[config.mk]
export PLATFORM = sky130hd
export DESIGN_NAME = frame_table_aging_replacement_top
export DESIGN_NICKNAME = d
export VERILOG_FILES = /design/src/design/ftar_pkg.sv /design/src/design/ftar_ctrl.sv /design/src/design/ftar_dp.sv /design/src/design/frame_table_aging_replacement_top.sv
export SDC_FILE = /design/constraint.sdc
export NUM_CORES = 2
export LEC_CHECK = 0
export BUFFER_PORTS_ARGS = -buffer_cell sky130_fd_sc_hd__buf_2
export CELL_PAD_IN_SITES_DETAIL_PLACEMENT = 0
export CELL_PAD_IN_SITES_GLOBAL_PLACEMENT = 1
export CORE_MARGIN = 2
export CORE_UTILIZATION = 35
export CTS_BUF_LIST = sky130_fd_sc_hd__clkbuf_8
export DETAILED_ROUTE_END_ITERATION = 16
export PLACE_DENSITY = 0.69
export SLEW_MARGIN = 15
export SYNTH_ARGS = -nofsm -noshare
export SYNTH_HDL_FRONTEND = slang
export SYNTH_SLANG_ARGS = --single-unit
[constraint.sdc]
create_clock -name clk -period 6.8 [get_ports clk]
set_clock_uncertainty 0.1 [all_clocks]
set_input_delay 0 -clock clk [delete_from_list [all_inputs] [get_ports clk]]
set_output_delay 0 -clock clk [all_outputs]
set_load 0.02 [all_outputs]
[src/design/ftar_pkg.sv]
// ----------------------------------------------------------------------------
// ftar_pkg
// Shared constants, codes and controller/datapath types of the frame table.
// ----------------------------------------------------------------------------
package ftar_pkg;

  localparam int FRAMES_DEF      = 64;
  localparam int RECENT_BITS_DEF = 8;
  localparam int PAGE_BITS_DEF   = 20;
  localparam int OWNER_BITS_DEF  = 8;

  localparam int OP_W     = 3;
  localparam int IDX_W_IO = 6;
  localparam int PAGE_W_IO = 20;
  localparam int OWNER_W_IO = 8;
  localparam int RECENT_W_IO = 8;
  localparam int BITS_W_IO = 64;
  localparam int OCC_W_IO  = 7;
  localparam int STATUS_W  = 2;

  localparam logic [OP_W-1:0] OP_INSERT = 3'd0;
  localparam logic [OP_W-1:0] OP_REMOVE = 3'd1;
  localparam logic [OP_W-1:0] OP_FIND   = 3'd2;
  localparam logic [OP_W-1:0] OP_AGE    = 3'd3;
  localparam logic [OP_W-1:0] OP_EVICT  = 3'd4;

  localparam logic [STATUS_W-1:0] ST_OK    = 2'd0;
  localparam logic [STATUS_W-1:0] ST_MISS  = 2'd1;
  localparam logic [STATUS_W-1:0] ST_EMPTY = 2'd2;

  typedef enum logic [2:0] {
    S_IDLE, S_DISPATCH, S_READ, S_SCAN, S_DRAIN, S_FIN, S_DONE
  } state_t;

  typedef enum logic [1:0] {K_NONE, K_READ, K_SWEEP} kind_t;

  typedef struct packed {
    logic capture;
    logic dispatch;
    logic rd;
    logic rd_idx;
    logic cnt_clr;
    logic cnt_inc;
    logic fin;
    logic out_load;
  } cmd_t;

  typedef struct packed {
    kind_t kind;
    logic  evict;
    logic  cnt_last;
    logic  out_free;
  } sts_t;

endpackage

[src/design/ftar_ctrl.sv]
// ----------------------------------------------------------------------------
// ftar_ctrl
// Sequencer of the frame table: dispatch, slot sweep, victim write, result.
// ----------------------------------------------------------------------------
module ftar_ctrl (
  input  logic          clk,
  input  logic          rst,
  input  logic          in_valid,
  output logic          in_ready,
  input  ftar_pkg::sts_t sts,
  output ftar_pkg::cmd_t cmd
);
  import ftar_pkg::*;

  state_t state, state_next;

  always_ff @(posedge clk) begin
    if (rst) begin
      state <= S_IDLE;
    end else begin
      state <= state_next;
    end
  end

  always_comb begin
    state_next = state;
    case (state)
      S_IDLE:     if (in_valid) state_next = S_DISPATCH;
      S_DISPATCH: begin
        case (sts.kind)
          K_READ:  state_next = S_READ;
          K_SWEEP: state_next = S_SCAN;
          default: state_next = S_DONE;
        endcase
      end
      S_READ:     state_next = S_DRAIN;
      S_SCAN:     if (sts.cnt_last) state_next = S_DRAIN;
      S_DRAIN:    state_next = sts.evict ? S_FIN : S_DONE;
      S_FIN:      state_next = S_DONE;
      S_DONE:     if (sts.out_free) state_next = S_IDLE;
      default:    state_next = S_IDLE;
    endcase
  end

  always_comb begin
    cmd      = '0;
    in_ready = 1'b0;
    case (state)
      S_IDLE: begin
        in_ready    = 1'b1;
        cmd.capture = in_valid;
      end
      S_DISPATCH: begin
        cmd.dispatch = 1'b1;
        cmd.cnt_clr  = 1'b1;
      end
      S_READ: begin
        cmd.rd     = 1'b1;
        cmd.rd_idx = 1'b1;
      end
      S_SCAN: begin
        cmd.rd      = 1'b1;
        cmd.cnt_inc = 1'b1;
      end
      S_FIN:  cmd.fin = 1'b1;
      S_DONE: cmd.out_load = sts.out_free;
      default: cmd = '0;
    endcase
  end

endmodule

[src/design/ftar_dp.sv]
// ----------------------------------------------------------------------------
// ftar_dp
// Datapath of the frame table: slot memories, valid bits, sweep and results.
// ----------------------------------------------------------------------------
module ftar_dp #(
  parameter int FRAMES      = ftar_pkg::FRAMES_DEF,
  parameter int RECENT_BITS = ftar_pkg::RECENT_BITS_DEF,
  parameter int PAGE_BITS   = ftar_pkg::PAGE_BITS_DEF,
  parameter int OWNER_BITS  = ftar_pkg::OWNER_BITS_DEF
) (
  input  logic                                clk,
  input  logic                                rst,
  input  ftar_pkg::cmd_t                      cmd,
  output ftar_pkg::sts_t                      sts,
  input  logic [ftar_pkg::OP_W-1:0]           op,
  input  logic [ftar_pkg::IDX_W_IO-1:0]       frame_index,
  input  logic [ftar_pkg::PAGE_W_IO-1:0]      virt_page,
  input  logic [ftar_pkg::OWNER_W_IO-1:0]     owner_id,
  input  logic [ftar_pkg::BITS_W_IO-1:0]      accessed_bits,
  input  logic [ftar_pkg::BITS_W_IO-1:0]      mapped_bits,
  output logic                                out_valid,
  input  logic                                out_ready,
  output logic [ftar_pkg::STATUS_W-1:0]       status,
  output logic                                found,
  output logic [ftar_pkg::IDX_W_IO-1:0]       slot_out,
  output logic [ftar_pkg::PAGE_W_IO-1:0]      page_out,
  output logic [ftar_pkg::OWNER_W_IO-1:0]     owner_out,
  output logic [ftar_pkg::RECENT_W_IO-1:0]    recent_out,
  output logic [ftar_pkg::BITS_W_IO-1:0]      clear_bits,
  output logic [ftar_pkg::OCC_W_IO-1:0]       occupancy
);
  import ftar_pkg::*;

  localparam int IDX_W = $clog2(FRAMES);
  localparam int CNT_W = $clog2(FRAMES + 1);
  localparam logic [IDX_W-1:0] RANK_MAX = IDX_W'(FRAMES - 1);
  localparam logic [RECENT_BITS-1:0] REC_MAX = {RECENT_BITS{1'b1}};

  logic [OP_W-1:0]       lat_op;
  logic [IDX_W_IO-1:0]   lat_idx;
  logic [PAGE_BITS-1:0]  lat_page;
  logic [OWNER_BITS-1:0] lat_owner;
  logic [FRAMES-1:0]     lat_acc;
  logic [FRAMES-1:0]     lat_map;

  logic [FRAMES-1:0] valid_vec;
  logic [CNT_W-1:0]  used;
  logic              aging;

  logic [IDX_W-1:0] cnt;
  logic             proc_q;
  logic [IDX_W-1:0] proc_addr;

  logic                   have;
  logic [IDX_W-1:0]       best_addr;
  logic [PAGE_BITS-1:0]   best_page;
  logic [OWNER_BITS-1:0]  best_owner;
  logic [RECENT_BITS-1:0] best_rec;
  logic [IDX_W-1:0]       best_rank;

  logic [STATUS_W-1:0]    res_status;
  logic                   res_found;
  logic [IDX_W_IO-1:0]    res_slot;
  logic [PAGE_W_IO-1:0]   res_page;
  logic [OWNER_W_IO-1:0]  res_owner;
  logic [RECENT_W_IO-1:0] res_recent;
  logic [BITS_W_IO-1:0]   res_clr;

  logic [PAGE_BITS-1:0]   mem_page  [FRAMES];
  logic [OWNER_BITS-1:0]  mem_owner [FRAMES];
  logic [RECENT_BITS-1:0] mem_rec   [FRAMES];
  logic [IDX_W-1:0]       mem_rank  [FRAMES];
  logic [PAGE_BITS-1:0]   rd_page;
  logic [OWNER_BITS-1:0]  rd_owner;
  logic [RECENT_BITS-1:0] rd_rec;
  logic [IDX_W-1:0]       rd_rank;

  logic                   we;
  logic [IDX_W-1:0]       waddr;
  logic [PAGE_BITS-1:0]   wpage;
  logic [OWNER_BITS-1:0]  wowner;
  logic [RECENT_BITS-1:0] wrec;
  logic [IDX_W-1:0]       wrank;
  logic [IDX_W-1:0]       raddr;

  logic             in_range;
  logic [IDX_W-1:0] idx_n;
  logic             v_idx;
  logic             better;

  assign idx_n    = IDX_W'(lat_idx);
  assign in_range = {1'b0, lat_idx} < (IDX_W_IO + 1)'(FRAMES);
  assign v_idx    = valid_vec[idx_n];
  assign raddr    = cmd.rd_idx ? idx_n : cnt;

  // Operation decode for dispatch, plus the sweep-end and output-free flags.
  always_comb begin
    sts.kind = K_NONE;
    case (lat_op)
      OP_INSERT: sts.kind = in_range ? K_SWEEP : K_NONE;
      OP_REMOVE,
      OP_FIND:   sts.kind = (in_range && v_idx) ? K_READ : K_NONE;
      OP_AGE:    sts.kind = aging ? K_SWEEP : K_NONE;
      OP_EVICT:  sts.kind = (|valid_vec) ? K_SWEEP : K_NONE;
      default:   sts.kind = K_NONE;
    endcase
    sts.evict    = (lat_op == OP_EVICT);
    sts.cnt_last = (cnt == RANK_MAX);
    sts.out_free = !out_valid || out_ready;
  end

  always_ff @(posedge clk) begin
    if (cmd.capture) begin
      lat_op    <= op;
      lat_idx   <= frame_index;
      lat_page  <= PAGE_BITS'(virt_page);
      lat_owner <= OWNER_BITS'(owner_id);
      lat_acc   <= accessed_bits[FRAMES-1:0];
      lat_map   <= mapped_bits[FRAMES-1:0];
    end
  end

  // Table state updated at dispatch.
  always_ff @(posedge clk) begin
    if (rst) begin
      valid_vec <= '0;
      used      <= '0;
      aging     <= 1'b0;
    end else if (cmd.dispatch) begin
      case (lat_op)
        OP_INSERT: begin
          if (in_range) begin
            valid_vec[idx_n] <= 1'b1;
            if (!v_idx) used <= used + 1'b1;
          end
        end
        OP_REMOVE: begin
          if (in_range && v_idx) begin
            valid_vec[idx_n] <= 1'b0;
            used <= used - 1'b1;
          end
        end
        OP_EVICT: aging <= 1'b1;
        default: aging <= aging;
      endcase
    end
  end

  always_ff @(posedge clk) begin
    if (rst) begin
      cnt    <= '0;
      proc_q <= 1'b0;
    end else begin
      proc_q <= cmd.rd;
      if (cmd.cnt_clr) begin
        cnt <= '0;
      end else if (cmd.cnt_inc && !sts.cnt_last) begin
        cnt <= cnt + 1'b1;
      end
    end
  end

  always_ff @(posedge clk) begin
    if (cmd.rd) proc_addr <= raddr;
  end

  // Slot memories: one write and one registered read per cycle.
  always_ff @(posedge clk) begin
    if (we) begin
      mem_page[waddr]  <= wpage;
      mem_owner[waddr] <= wowner;
      mem_rec[waddr]   <= wrec;
      mem_rank[waddr]  <= wrank;
    end
    if (cmd.rd) begin
      rd_page  <= mem_page[raddr];
      rd_owner <= mem_owner[raddr];
      rd_rec   <= mem_rec[raddr];
      rd_rank  <= mem_rank[raddr];
    end
  end

  always_comb begin
    we     = 1'b0;
    waddr  = proc_addr;
    wpage  = rd_page;
    wowner = rd_owner;
    wrec   = rd_rec;
    wrank  = rd_rank;
    if (proc_q) begin
      case (lat_op)
        OP_INSERT: begin
          if (proc_addr == idx_n) begin
            we     = 1'b1;
            wpage  = lat_page;
            wowner = lat_owner;
            wrec   = '0;
            wrank  = '0;
          end else if (valid_vec[proc_addr] && rd_rank != RANK_MAX) begin
            we    = 1'b1;
            wrank = rd_rank + 1'b1;
          end
        end
        OP_AGE: begin
          if (valid_vec[proc_addr] && lat_map[proc_addr]) begin
            we = 1'b1;
            if (lat_acc[proc_addr]) begin
              wrec = '0;
            end else if (rd_rec != REC_MAX) begin
              wrec = rd_rec + 1'b1;
            end
          end
        end
        default: we = 1'b0;
      endcase
    end
    if (cmd.fin) begin
      we     = 1'b1;
      waddr  = best_addr;
      wpage  = best_page;
      wowner = best_owner;
      wrec   = '0;
      wrank  = best_rank;
    end
  end

  // Larger count wins; on equal counts the smaller rank wins.
  assign better = !have || rd_rec > best_rec || (rd_rec == best_rec && rd_rank < best_rank);

  always_ff @(posedge clk) begin
    if (cmd.dispatch) begin
      have <= 1'b0;
    end else if (proc_q && lat_op == OP_EVICT && valid_vec[proc_addr] && better) begin
      have       <= 1'b1;
      best_addr  <= proc_addr;
      best_page  <= rd_page;
      best_owner <= rd_owner;
      best_rec   <= rd_rec;
      best_rank  <= rd_rank;
    end
  end

  always_ff @(posedge clk) begin
    if (cmd.dispatch) begin
      res_status <= ST_OK;
      res_found  <= 1'b0;
      res_slot   <= lat_idx;
      res_page   <= '0;
      res_owner  <= '0;
      res_recent <= '0;
      res_clr    <= '0;
      case (lat_op)
        OP_INSERT: begin
          if (!in_range) begin
            res_status <= ST_MISS;
          end else begin
            res_page  <= PAGE_W_IO'(lat_page);
            res_owner <= OWNER_W_IO'(lat_owner);
          end
        end
        OP_REMOVE,
        OP_FIND: begin
          if (!in_range || !v_idx) begin
            res_status <= ST_MISS;
          end else begin
            res_found <= 1'b1;
          end
        end
        OP_AGE: begin
          if (aging) res_clr <= BITS_W_IO'(lat_acc & lat_map & valid_vec);
        end
        OP_EVICT: begin
          if (valid_vec == '0) begin
            res_status <= ST_EMPTY;
            res_slot   <= '0;
          end
        end
        default: res_status <= ST_OK;
      endcase
    end else if (proc_q && (lat_op == OP_REMOVE || lat_op == OP_FIND)) begin
      res_page   <= PAGE_W_IO'(rd_page);
      res_owner  <= OWNER_W_IO'(rd_owner);
      res_recent <= RECENT_W_IO'(rd_rec);
    end else if (cmd.fin) begin
      res_slot   <= IDX_W_IO'(best_addr);
      res_page   <= PAGE_W_IO'(best_page);
      res_owner  <= OWNER_W_IO'(best_owner);
      res_recent <= RECENT_W_IO'(best_rec);
    end
  end

  always_ff @(posedge clk) begin
    if (rst) begin
      out_valid <= 1'b0;
    end else if (cmd.out_load) begin
      out_valid <= 1'b1;
    end else if (out_ready) begin
      out_valid <= 1'b0;
    end
  end

  always_ff @(posedge clk) begin
    if (cmd.out_load) begin
      status     <= res_status;
      found      <= res_found;
      slot_out   <= res_slot;
      page_out   <= res_page;
      owner_out  <= res_owner;
      recent_out <= res_recent;
      clear_bits <= res_clr;
      occupancy  <= OCC_W_IO'(used);
    end
  end

endmodule

[src/design/frame_table_aging_replacement_top.sv]
// ----------------------------------------------------------------------------
// frame_table_aging_replacement_top
// Frame table with aging replacement: insert, remove, find, age tick and
// victim choice over a table of FRAMES slots.
// ----------------------------------------------------------------------------
//
//   Channel | Handshake            | Payload
//   --------+----------------------+---------------------------------------
//   input   | in_valid / in_ready  | op, frame_index, virt_page, owner_id,
//           |                      | accessed_bits, mapped_bits
//   result  | out_valid / out_ready| status, found, slot_out, page_out,
//           |                      | owner_out, recent_out, clear_bits,
//           |                      | occupancy
//
// One item is worked at a time. Insert, age tick once aging is on, and
// victim choice on a non-empty table sweep the slot memories, which have
// one read and one write port; victim choice then writes its victim back.
// A find or remove of a present frame reads one slot; all else skips both.
// Reset is synchronous: it clears the valid bits, the occupancy count and the
// aging enable; the slot memories need no clearing since only the contents
// of valid slots are used. The result sits in an output register, so a new
// item is taken while a result is still waiting; the block then stalls
// before its own result until that register frees up.

module frame_table_aging_replacement_top #(
  parameter int FRAMES      = ftar_pkg::FRAMES_DEF,
  parameter int RECENT_BITS = ftar_pkg::RECENT_BITS_DEF,
  parameter int PAGE_BITS   = ftar_pkg::PAGE_BITS_DEF,
  parameter int OWNER_BITS  = ftar_pkg::OWNER_BITS_DEF
) (
  input  logic                                clk,
  input  logic                                rst,
  input  logic                                in_valid,
  output logic                                in_ready,
  input  logic [ftar_pkg::OP_W-1:0]           op,
  input  logic [ftar_pkg::IDX_W_IO-1:0]       frame_index,
  input  logic [ftar_pkg::PAGE_W_IO-1:0]      virt_page,
  input  logic [ftar_pkg::OWNER_W_IO-1:0]     owner_id,
  input  logic [ftar_pkg::BITS_W_IO-1:0]      accessed_bits,
  input  logic [ftar_pkg::BITS_W_IO-1:0]      mapped_bits,
  output logic                                out_valid,
  input  logic                                out_ready,
  output logic [ftar_pkg::STATUS_W-1:0]       status,
  output logic                                found,
  output logic [ftar_pkg::IDX_W_IO-1:0]       slot_out,
  output logic [ftar_pkg::PAGE_W_IO-1:0]      page_out,
  output logic [ftar_pkg::OWNER_W_IO-1:0]     owner_out,
  output logic [ftar_pkg::RECENT_W_IO-1:0]    recent_out,
  output logic [ftar_pkg::BITS_W_IO-1:0]      clear_bits,
  output logic [ftar_pkg::OCC_W_IO-1:0]       occupancy
);
  import ftar_pkg::*;

  cmd_t cmd;
  sts_t sts;

  // The sequencer owns the input handshake and steps the datapath through
  // dispatch, the slot sweep, the victim write-back and the result load.
  ftar_ctrl u_ctrl (
    .clk      (clk),
    .rst      (rst),
    .in_valid (in_valid),
    .in_ready (in_ready),
    .sts      (sts),
    .cmd      (cmd)
  );

  // The datapath holds the table, decodes the operation and drives the
  // result register.
  ftar_dp #(
    .FRAMES      (FRAMES),
    .RECENT_BITS (RECENT_BITS),
    .PAGE_BITS   (PAGE_BITS),
    .OWNER_BITS  (OWNER_BITS)
  ) u_dp (
    .clk           (clk),
    .rst           (rst),
    .cmd           (cmd),
    .sts           (sts),
    .op            (op),
    .frame_index   (frame_index),
    .virt_page     (virt_page),
    .owner_id      (owner_id),
    .accessed_bits (accessed_bits),
    .mapped_bits   (mapped_bits),
    .out_valid     (out_valid),
    .out_ready     (out_ready),
    .status        (status),
    .found         (found),
    .slot_out      (slot_out),
    .page_out      (page_out),
    .owner_out     (owner_out),
    .recent_out    (recent_out),
    .clear_bits    (clear_bits),
    .occupancy     (occupancy)
  );

endmodule

==> run_results.csv <==
group,metric,value,unit
detailed_routing,wirelength,425000,um
grt,grt_overflow,0,
cells_and_area,area_growth,18.3,%
power_and_ir_drop,p_sw,17.6,mW
power_and_ir_drop,p_per_area,351,nW/um2
power_and_ir_drop,swShare,32.7,%
grt,grt_pass1_vias,84659,
detailed_routing,routed_via_density,5.54,
placement,dp_hpwl,229000,um
clock_network,postCtsSetupRepairBufs,0,
sta,tns,0,ns
synthesis,synth_top_area_share,73.3,%
clock_network,cts_buffer_depth,4,
synthesis,synth_warnings,0,
setup_path,critPathKind,"register to register",
placement,dpl_cell_area,139000,um2
job,cap_violations,0,
floorplan,dieArea,375000,um2
floorplan,die_h,613,um
synthesis,ys_seq_area_share,74.7,%
synthesis,syn_area,130000,um2
cells_and_area,nNetsFinal,10578,
setup_path,crit_path_max_fanout,32,
power_and_ir_drop,p_seq_share,47.6,%
sta,relSlewSlack,17.4,%
hold_path,hp-class,"input port to register",
setup_path,worst_setup_path_end_kind,"register",
power_and_ir_drop,leakage,53.2,nW
sta,period_needed,5.14,ns
grt,grt_antenna_before_repair,18,
clock_network,cts_resized,0,
sta,rsz0062_at_grt,"false",
clock_network,cts_buffers,550,
cells_and_area,final_area,153000,um2
clock_network,cts_num_sinks,3258,
synthesis,synth.area.top_cells,"edfxtp_1 (73%), nand2_1 (7.6%), a311oi_1 (3.5%), nand3_1 (3.3%), mux2i_1 (2.1%)",
setup_path,crit_arrival,5.82,ns
detailed_routing,first_pass_iters,8,
synthesis,ys_types,70,
grt,grt_max_degree,158,
detailed_routing,ant_nets,0,
setup_path,cp-start-kind,"register",
power_and_ir_drop,p_int,36.3,mW
power_and_ir_drop,p_clk_share,30.0,%
placement,numPortBuffers,286,
clock_network,path_clk_slew,0.06,ns
floorplan,ios,287,
synthesis,synth_nets,9605,
floorplan,fp.dieW,613,um
clock_network,cts_tree,"yes",
synthesis,syn_avg_cell_area,13.8,um2
clock_network,clockRootBuffer,"clkbuf_8",
setup_path,cp.required,7.48,ns
detailed_routing,vias,87315,
clock_network,ctsHoldBuffers,476,
sta,finalHoldViolCount,0,
synthesis,synthArstFlopShare,0,%
clock_network,htree_levels,6,
synthesis,synth_top_area_cell,"edfxtp_1",
sta,slew_violations,0,
floorplan,core_area,369000,um2
sta,tightest_slew,1.24,ns
synthesis,synthFlopType,"edfxtp_1",
power_and_ir_drop,power_frac_comb,22.4,%
placement,gp_congestion,0.903,
detailed_routing,wl_per_cell,27.0,um
synthesis,ys_seq_elements,3258,
sta,timing.final.crit_share,75.6,%
detailed_routing,first_iter_violations,11013,
power_and_ir_drop,irDropWorstVdd,0.262,mV
clock_network,clock_latency,1.21,ns
detailed_routing,drc,0,
floorplan,rows,223,
synthesis,synth_edf_count,3166,
grt,grt_pass1_wl,602000,um
sta,setup_violations,0,
grt,track_usage,21.9,%
sta,timing.fmax,0.195,GHz
cells_and_area,drive_gt1_share,13.7,%
synthesis,syn_inst,9413,
floorplan,start_util,35.2,%
run_status,outcome,"finished, final reports clean",
==> critical path: stages (launching register included) <==
cell and delay [ns]:
edfxtp_1 0.89, buf_4 0.30, mux4_2 0.31, a22oi_1 0.26, a31oi_1 0.13, or4_4 0.59
o21ai_2 0.21, nor2_1 0.17, a222oi_1 0.37, buf_4 0.57, nor3_2 0.12, buf_4 0.27
buf_4 0.35
==> cell usage after synthesis (80+ instances only) <==
master    number
mux4_2        80
nor2_1       137
nor3_1       128
nand3_1      844
mux2i_1      275
nand2_1     2609
a311oi_1     517
a21oi_1       85
o21ai_0      127
dfxtp_1       92
and3_1       307
edfxtp_1    3166
clkbuf_1     570
==> layer usage <==
| metal | global-route usage [%] | part of all wire [%] | up-vias |
|---|---|---|---|
| met1 | 29.6 | 40 | 44148 |
| li1 | - | - | 37422 |
| met3 | 4.26 | 10 | 839 |
| met5 | 0 | 0.0031 | - |
| met4 | 8.28 | 4.0 | 2 |
| met2 | 35.0 | 46 | 4904 |
==> worst paths after layout <==
path / end / slack (ns) / startpoint / cells past startpoint
worst max-delay path: u_dp.mem_page[62][4] / 1.66 / u_dp.proc_addr[2] / 12
worst min-delay path: u_dp.lat_acc[57] / 0.09 / accessed_bits[57] / 3
worst max register to register: u_dp.mem_page[62][4] / 1.66 / u_dp.proc_addr[2] / 12
worst min register to register: u_dp.slot_out[1] / 0.31 / u_dp.res_slot[1] / 0
==> final cells by class <==
class	instances	area (um2)
fillers	33392	215000
flip-flops and latches	3258	96900
multi-input cells	5481	31200
repair buffers	1056	9010
clock buffers	560	7710
well taps	4950	6190
clock inverters	396	2210
inverters	39	171
diodes	11	27.5
==> logic make-up (layout without fill, tap and decap cells) <==
| logic type | Yosys count | after routing | share of synthesized area (%) |
|---|---|---|---|
| xor gates and xnor gates | 23 | 23 | 0.155 |
| buffers and inverters | 674 | 2051 | 1.98 |
| other | 0 | 11 | 0 |
| DFF | 3258 | 3258 | 74.7 |
| AOI/OAI and AO/OA | 920 | 920 | 5.49 |
| adders and majority gates | 23 | 23 | 0.228 |
| and+or+nand+nor | 4152 | 4152 | 13.8 |
| muxes | 363 | 363 | 3.58 |
==> cells in the final DEF, fill, tap and decap left out, types with 83 or more instances in the layout <==
| cell | netlist | layout |
|---|---|---|
| a21oi_1 | 85 | 83 |
| a311oi_1 | 517 | 514 |
| and3_1 | 307 | 307 |
| buf_2 | 26 | 286 |
| buf_4 | 0 | 246 |
| clkbuf_8 | 0 | 560 |
| clkinv_1 | 2 | 101 |
| dfxtp_1 | 92 | 92 |
| dlygate4sd3_1 | 0 | 476 |
| edfxtp_1 | 3166 | 3166 |
| inv_1 | 36 | 218 |
| mux2i_1 | 275 | 270 |
| nand2_1 | 2609 | 2602 |
| nand3_1 | 844 | 842 |
| nor2_1 | 137 | 134 |
| o21ai_0 | 127 | 97 |
==> power by group through the flow <==
stage | Combinational [mW] | Sequential, mW | Clock, mW
floorplan | 6.90 | 26.0 | 0
global placement | 11.5 | 26.0 | 0
detailed placement | 11.7 | 26.0 | 0
CTS | 12.0 | 25.6 | 16.4
global route | 12.9 | 25.7 | 17.3
finish | 12.1 | 25.7 | 16.2
==> per-stage QoR <==
| step | hold WS, ns | util (%) | instances | setup slack [ns] | total power [mW] |
|---|---|---|---|---|---|
| floorplan | -0.00113 | - | 9413 | 0.303 | 32.9 |
| global placement | 0.0770 | 37.6 | 14307 | 1.67 | 37.5 |
| detailed placement | 0.0781 | 37.6 | 14308 | 1.86 | 37.7 |
| CTS | 0.00152 | 41.6 | 15740 | 1.80 | 54.0 |
| global route | 0.0528 | 41.6 | 15747 | 1.56 | 55.9 |
| finish | 0.0871 | 41.6 | 15751 | 1.66 | 53.9 |
==> state kept, by name, indices dropped and copies added (netlist names), 64 cells and up, named ones only <==
signal           count
u_dp.mem_owner     512
u_dp.mem_rank      384
u_dp.mem_page     1280
u_dp.clear_bits     64
u_dp.lat_map        64
u_dp.res_clr        64
u_dp.mem_rec       512
u_dp.lat_acc        64
(Power assumes the default switching activity.)
